$ cat config.mk
export PLATFORM = sky130hd
export DESIGN_NAME = swrd_out_fifo
export DESIGN_NICKNAME = d
export VERILOG_FILES = /design/src/design/swrd_pkg.sv /design/src/design/swrd_out_fifo.sv
export VERILOG_INCLUDE_DIRS = /design/src /design/src/design
export SDC_FILE = /design/constraint.sdc
export NUM_CORES = 1
export LEC_CHECK = 0
export BUFFER_PORTS_ARGS = -buffer_cell sky130_fd_sc_hd__buf_2
export CAP_MARGIN = 20
export CORE_ASPECT_RATIO = 1.25
export CORE_MARGIN = 3
export CORE_UTILIZATION = 53
export CTS_CLUSTER_DIAMETER = 150
export DETAILED_ROUTE_END_ITERATION = 12
export GPL_TIMING_DRIVEN = 0
export PLACE_DENSITY_LB_ADDON = 0.08
export SYNTH_ARGS = -nofsm -noshare
export SYNTH_HDL_FRONTEND = slang
export SYNTH_SLANG_ARGS = --single-unit
$ cat constraint.sdc
create_clock -name i_clk -period 5.52 [get_ports i_clk]
set_clock_uncertainty 0.05 [all_clocks]
set_input_delay 0.828 -clock i_clk [delete_from_list [all_inputs] [get_ports i_clk]]
set_output_delay 0.828 -clock i_clk [all_outputs]
set_load 0.01 [all_outputs]
$ cat src/design/spectrum_whitespace_run_detector_macros.svh
// Assertion macros shared by the whitespace run detector modules.
`ifndef SPECTRUM_WHITESPACE_RUN_DETECTOR_MACROS_SVH
`define SPECTRUM_WHITESPACE_RUN_DETECTOR_MACROS_SVH

`ifndef SYNTHESIS

// Invariant checked at every clock edge outside reset.
`define SWRD_ASSERT(label, prop, msg) \
    label: assert property (@(posedge i_clk) disable iff (!i_rst_n) (prop)) else $error(msg);

// Implication checked at every clock edge outside reset.
`define SWRD_ASSERT_IMP(label, ante, cons, msg) \
    label: assert property (@(posedge i_clk) disable iff (!i_rst_n) (ante) |-> (cons)) \
        else $error(msg);

`else

`define SWRD_ASSERT(label, prop, msg)
`define SWRD_ASSERT_IMP(label, ante, cons, msg)

`endif

`endif

$ cat src/design/swrd_pkg.sv
// Types and constants of the whitespace run detector.
package swrd_pkg;

    localparam int BINS       = 4096;
    localparam int HIST_DEPTH = 65536;

    localparam int BIN_W   = 12;
    localparam int RUN_W   = 20;
    localparam int FRAME_W = 32;
    localparam int HIDX_W  = 16;
    localparam int SUM_W   = 48;
    localparam int GUARD_W = 11;

    localparam int CNT_AW  = $clog2(BINS);
    localparam int HIST_AW = $clog2(HIST_DEPTH);

    // The clearing pass covers the larger of the two memories.
    localparam int CLR_LEN = (BINS > HIST_DEPTH) ? BINS : HIST_DEPTH;
    localparam int CLR_AW  = $clog2(CLR_LEN);

    localparam int OUT_DEPTH = 4;
    localparam int OCNT_W    = $clog2(OUT_DEPTH + 1);

    localparam logic [RUN_W-1:0] RUN_MAX = '1;
    localparam logic [SUM_W-1:0] SUM_MAX = '1;

    localparam logic CMD_SAMPLE   = 1'b0;
    localparam logic CMD_READ     = 1'b1;
    localparam logic KIND_EVENT   = 1'b0;
    localparam logic KIND_READOUT = 1'b1;

    typedef struct packed {
        logic              valid;
        logic [CLR_AW-1:0] addr;
    } t_clear;

    typedef struct packed {
        logic               valid;
        logic               kind;
        logic [RUN_W-1:0]   run_length;
        logic [BIN_W-1:0]   event_bin;
        logic [FRAME_W-1:0] event_frame;
        logic               overflow;
        logic               add;
        logic [HIST_AW-1:0] hist_addr;
    } t_hist_req;

    typedef struct packed {
        logic               result_kind;
        logic [RUN_W-1:0]   run_length;
        logic [BIN_W-1:0]   event_bin;
        logic [FRAME_W-1:0] event_frame;
        logic               hist_overflow;
        logic [SUM_W-1:0]   hist_value;
    } t_result;

endpackage

$ cat src/design/swrd_out_fifo.sv
// Small result queue that decouples the pipeline from the output handshake.
`include "spectrum_whitespace_run_detector_macros.svh"

module swrd_out_fifo import swrd_pkg::*; (
    input  logic              i_clk,
    input  logic              i_rst_n,
    input  logic              i_push,
    input  t_result           i_data,
    output logic              o_valid,
    input  logic              i_ready,
    output t_result           o_data,
    output logic [OCNT_W-1:0] o_count
);

    localparam int PTR_W = $clog2(OUT_DEPTH);

    t_result           r_mem [OUT_DEPTH];
    logic [PTR_W-1:0]  r_wr_ptr;
    logic [PTR_W-1:0]  r_rd_ptr;
    logic [OCNT_W-1:0] r_count;
    logic              pop;

    always_comb begin
        o_valid = r_count != '0;
        o_data  = r_mem[r_rd_ptr];
        o_count = r_count;
        pop     = o_valid && i_ready;
    end

    always_ff @(posedge i_clk) begin
        if (!i_rst_n) begin
            r_wr_ptr <= '0;
            r_rd_ptr <= '0;
            r_count  <= '0;
        end else begin
            if (i_push) begin
                r_wr_ptr <= (r_wr_ptr == PTR_W'(OUT_DEPTH - 1)) ? '0 : r_wr_ptr + 1'b1;
            end
            if (pop) begin
                r_rd_ptr <= (r_rd_ptr == PTR_W'(OUT_DEPTH - 1)) ? '0 : r_rd_ptr + 1'b1;
            end
            r_count <= r_count + OCNT_W'(i_push) - OCNT_W'(pop);
        end
    end

    always_ff @(posedge i_clk) begin
        if (i_push) begin
            r_mem[r_wr_ptr] <= i_data;
        end
    end

    `SWRD_ASSERT_IMP(a_push_has_room, i_push, (r_count < OCNT_W'(OUT_DEPTH)) || pop, "result pushed into a full queue")

endmodule

After elaboration in Yosys (flattened, before gate mapping)
Memory sizes are Yosys's and may differ from the RTL's. A register that Yosys moved wholly into a read port is not among the register bits.
Cells that the tools add are included.

operators by class
  add/subtract/negate cells = 4
  equal/unequal tests = 2
  muxes and demuxes = 6
  reduce and logical (&&, ||, !) cells = 2

operator list
  operator                                      count
  2-to-1 mux 2 bit                              4
  adder 2 x 1 -> 2 bit (second input constant)  2
  == test 2 bit (second input constant)         2
  adder 3 x 1 -> 3 bit                          1
  nonzero test 3 bit                            1
  subtractor 3 x 1 -> 3 bit                     1
  2-to-1 mux 1 bit                              2
  logical AND 1 bit                             1

storage, ports and cells
  bits in registers = 7
  memory bits (writable) = 456
  input port bits = 118
  output and inout bits = 118
  logic and storage cells = 18
  memories = 1

memories
  memory  depth  width  read ports  clocked after memory_dff  wr ports  line                 text
  r_mem   4      114    1           1                         1         swrd_out_fifo.sv:17  t_result r_mem [OUT_DEPTH];

Logic depth before layout (Yosys ltp)
  depth in word-level cells = 4
  mapped depth = 8
  mapped depth without buffers = 8

Worst setup path after synthesis
OpenSTA, ideal clock, no wires.

  kind = input -> register
  start = input i_push
  end = memory r_mem[0][0] (netlist name) (enable)
  library setup time = 486 ps
  arrival time = 3,449 ps
  data required time = 4,984 ps
  path slack = 1,535 ps
  cell stages on the path = 1
  buffers on the path = 0
  cells stage by stage = and2_1

between the ends
  cells in the longest elaborated chain, start to end = 2

ends and longest elaborated chain
  what                                    line                 text
  start: declaration                      swrd_out_fifo.sv:7   input logic i_push,
  2-to-1 mux 1 bit                        swrd_out_fifo.sv:47  if (i_push) begin
  2-to-1 mux 1 bit (not written as such)  swrd_out_fifo.sv:48  r_mem[r_wr_ptr] <= i_data;
  end: declaration                        swrd_out_fifo.sv:17

Every way passes these cells.

==> run metrics <==
Slew HR=39.9%; slowest CP cell=mux4_2; peak supply drop=0.000426 V; Clk Latency, worst-skew pair=0.53 ns; vias in the first global route=8,327; r2r setup slk=3.32 ns; Setup CP Type=flip-flop to primary output; Min-Delay Path Class=input port to flip-flop; clock sink count=465; Die Ht=206 µm; endpoints failing setup=0; Max Slew Vio Count=0; total number of vias=7,603; Synthesized Nets=766; initial DRC count=505; Initial DRT Pass Iterations=4; WP data arrival=2.30 ns; FMAX=0.314 GHz; first-pass GRT wire length=47.3 mm; mux contribution to synthesized area=15.4%; Crit Path Max Fanout=10; Lkg Pwr=6.79 nW; final hold viol count=0; most common cell after layout, fill and taps aside=edfxtp_1; CTS tree=done; share of layout cells above drive strength 1=46.1%; crit path time final=3.18 ns; Residual DRC=0; crit-path cells=buf_2 -> buf_2 -> buf_2 -> mux4_2 -> buf_2; post-synthesis sequential area ratio=82.0%; # resized after CTS=0; CP Launch Type=flip-flop; Overall Global Routing Usage=18.2%; CP endpoint kind=primary output; Initial Util=54.3%; Yosys reg bits=465; most frequent CP cell=buf_2; RSZ-0062 raised after global routing=false; Synth Area in Compound Gates=0.0813%; CTS Buf Count=43; post-layout util=64.5%; final WL=31.1 mm; Adder-Cell Fraction of Synth Area=0.636%; vias per cell=5.56; Post-DRT Antenna Nets=0; global placement routability congestion=0.733; Worst EP required=4.64 ns; Final WS setup=2.34 ns; DP Wirelength=19.3 mm; Synth warnings=0; Post-CTS Setup Inserts=0; Post-Synthesis Cell Area=16,900 µm²; clock-pin slew on the worst setup and hold paths=0.06 ns; post-synthesis xor/xnor area fraction=0.133%; CP peak stage delay=0.37 ns; Remaining Overflow, GRT=0; hold buffer count at cts=0; # port buffers=235; wire per inst=22.7 µm; pre-CTS WS=2.85 ns; Netlist cell types=20; Root Driver=clkbuf_16; nets=1,050; worst slew pin tran=0.901 ns; Die X-Extent=166 µm; status=finished clean; Layout area overhead=18.9%; fin crit share=57.6%; H-tree depth=2; Synth Area in Simple Gates=0.495%; Power Dens Cells=424 nW/µm²; Std-Cell Rows=72; syn avg cell area=26.4 µm²; setup TNS=0 ns; core footprint=31,200 µm²; die area=34,100 µm²; main combinational cell family by area after synthesis=multiplexers; total chip power=8.52 mW; initial antenna violation count=6; Post-Syn Instances=640; largest net degree at the start of global routing=60; Max-Cap Viols=0; commonest non-fill, non-tap cells in the layout=456 x edfxtp_1, 248 x buf_2, 114 x mux4_2, 45 x clkbuf_16, 13 x clkbuf_1; Max clock buf depth=3; # IOs=236
-- cells in the mapped netlist (all sizes together) --
master	instances	share of area [%]
dfxtp	9	1.1
or3	1	0.037
nand2b	1	0.037
edfxtp	456	81
nand2	3	0.067
xnor3	1	0.13
clkbuf	5	0.11
or3b	2	0.10
mux2i	3	0.18
buf	21	1.1
a21oi	1	0.030
nor2	3	0.067
fa	1	0.12
inv	6	0.13
o31a	1	0.052
ha	7	0.52
mux4	114	15
and2	5	0.18
-- kinds of logic after synthesis --
kind of cell    count (synthesis)
buf+inv                        32
flops                         465
simple gates                   15
fa+ha+maj                       8
compound gates                  2
mux                           117
xor+xnor                        1
-- stage by stage --
step	hold WS, ns	instances	instance area, µm²
after CTS	0.423	1364	20100
after global routing	0.428	1367	20100
final	0.456	1368	20100
after detailed placement	0.450	1286	18700
after floorplan	0.411	640	16900
after global placement	0.425	1282	18600
-- final cells by class --
type | instances | area [µm²]
fillers | 2133 | 11100
plain buffers | 26 | 200
diodes | 4 | 10.0
clock buffers | 53 | 1160
multi-input cells | 143 | 2840
flip-flops and latches | 465 | 13900
repair buffers | 239 | 1290
clock inverters | 25 | 224
well taps | 407 | 509
inverters | 6 | 22.5
-- registers in the layout, summed over array words and instances, names as in the netlist, named ones only --
name	cells
o_count	3
r_wr_ptr	2
r_mem	456
r_rd_ptr	2
-- report_power, final --
group          switching [mW]  leakage (nW)  internal (mW)
logic                   0.787          1.86          0.786
registers              0.0458          4.26           4.04
clock network            1.19         0.667           1.67
-- routing by layer --
layer / track usage (%) / routed length [µm]
met5: 0 / 21
met1: 21.9 / 11500
met2: 32.3 / 16600
met3: 5.17 / 2220
met4: 5.65 / 745
-- worst paths after layout --
kind / startpoint / end / depth (start not counted)
min reg2reg: r_rd_ptr[0] / flip-flop / 2
min: i_data[23] / r_mem[2][23] / 1
max: flip-flop / o_data[68] / 5
max reg2reg: r_wr_ptr[0] / r_mem[3][58] / 3
-- critical path: cells and delay by family (launching register included) --
kind	cells	cell delay, ns
buf+inv	4	1.09
flops	1	0.31
mux	1	0.37
Note: power is estimated with default switching activity, not from simulation.
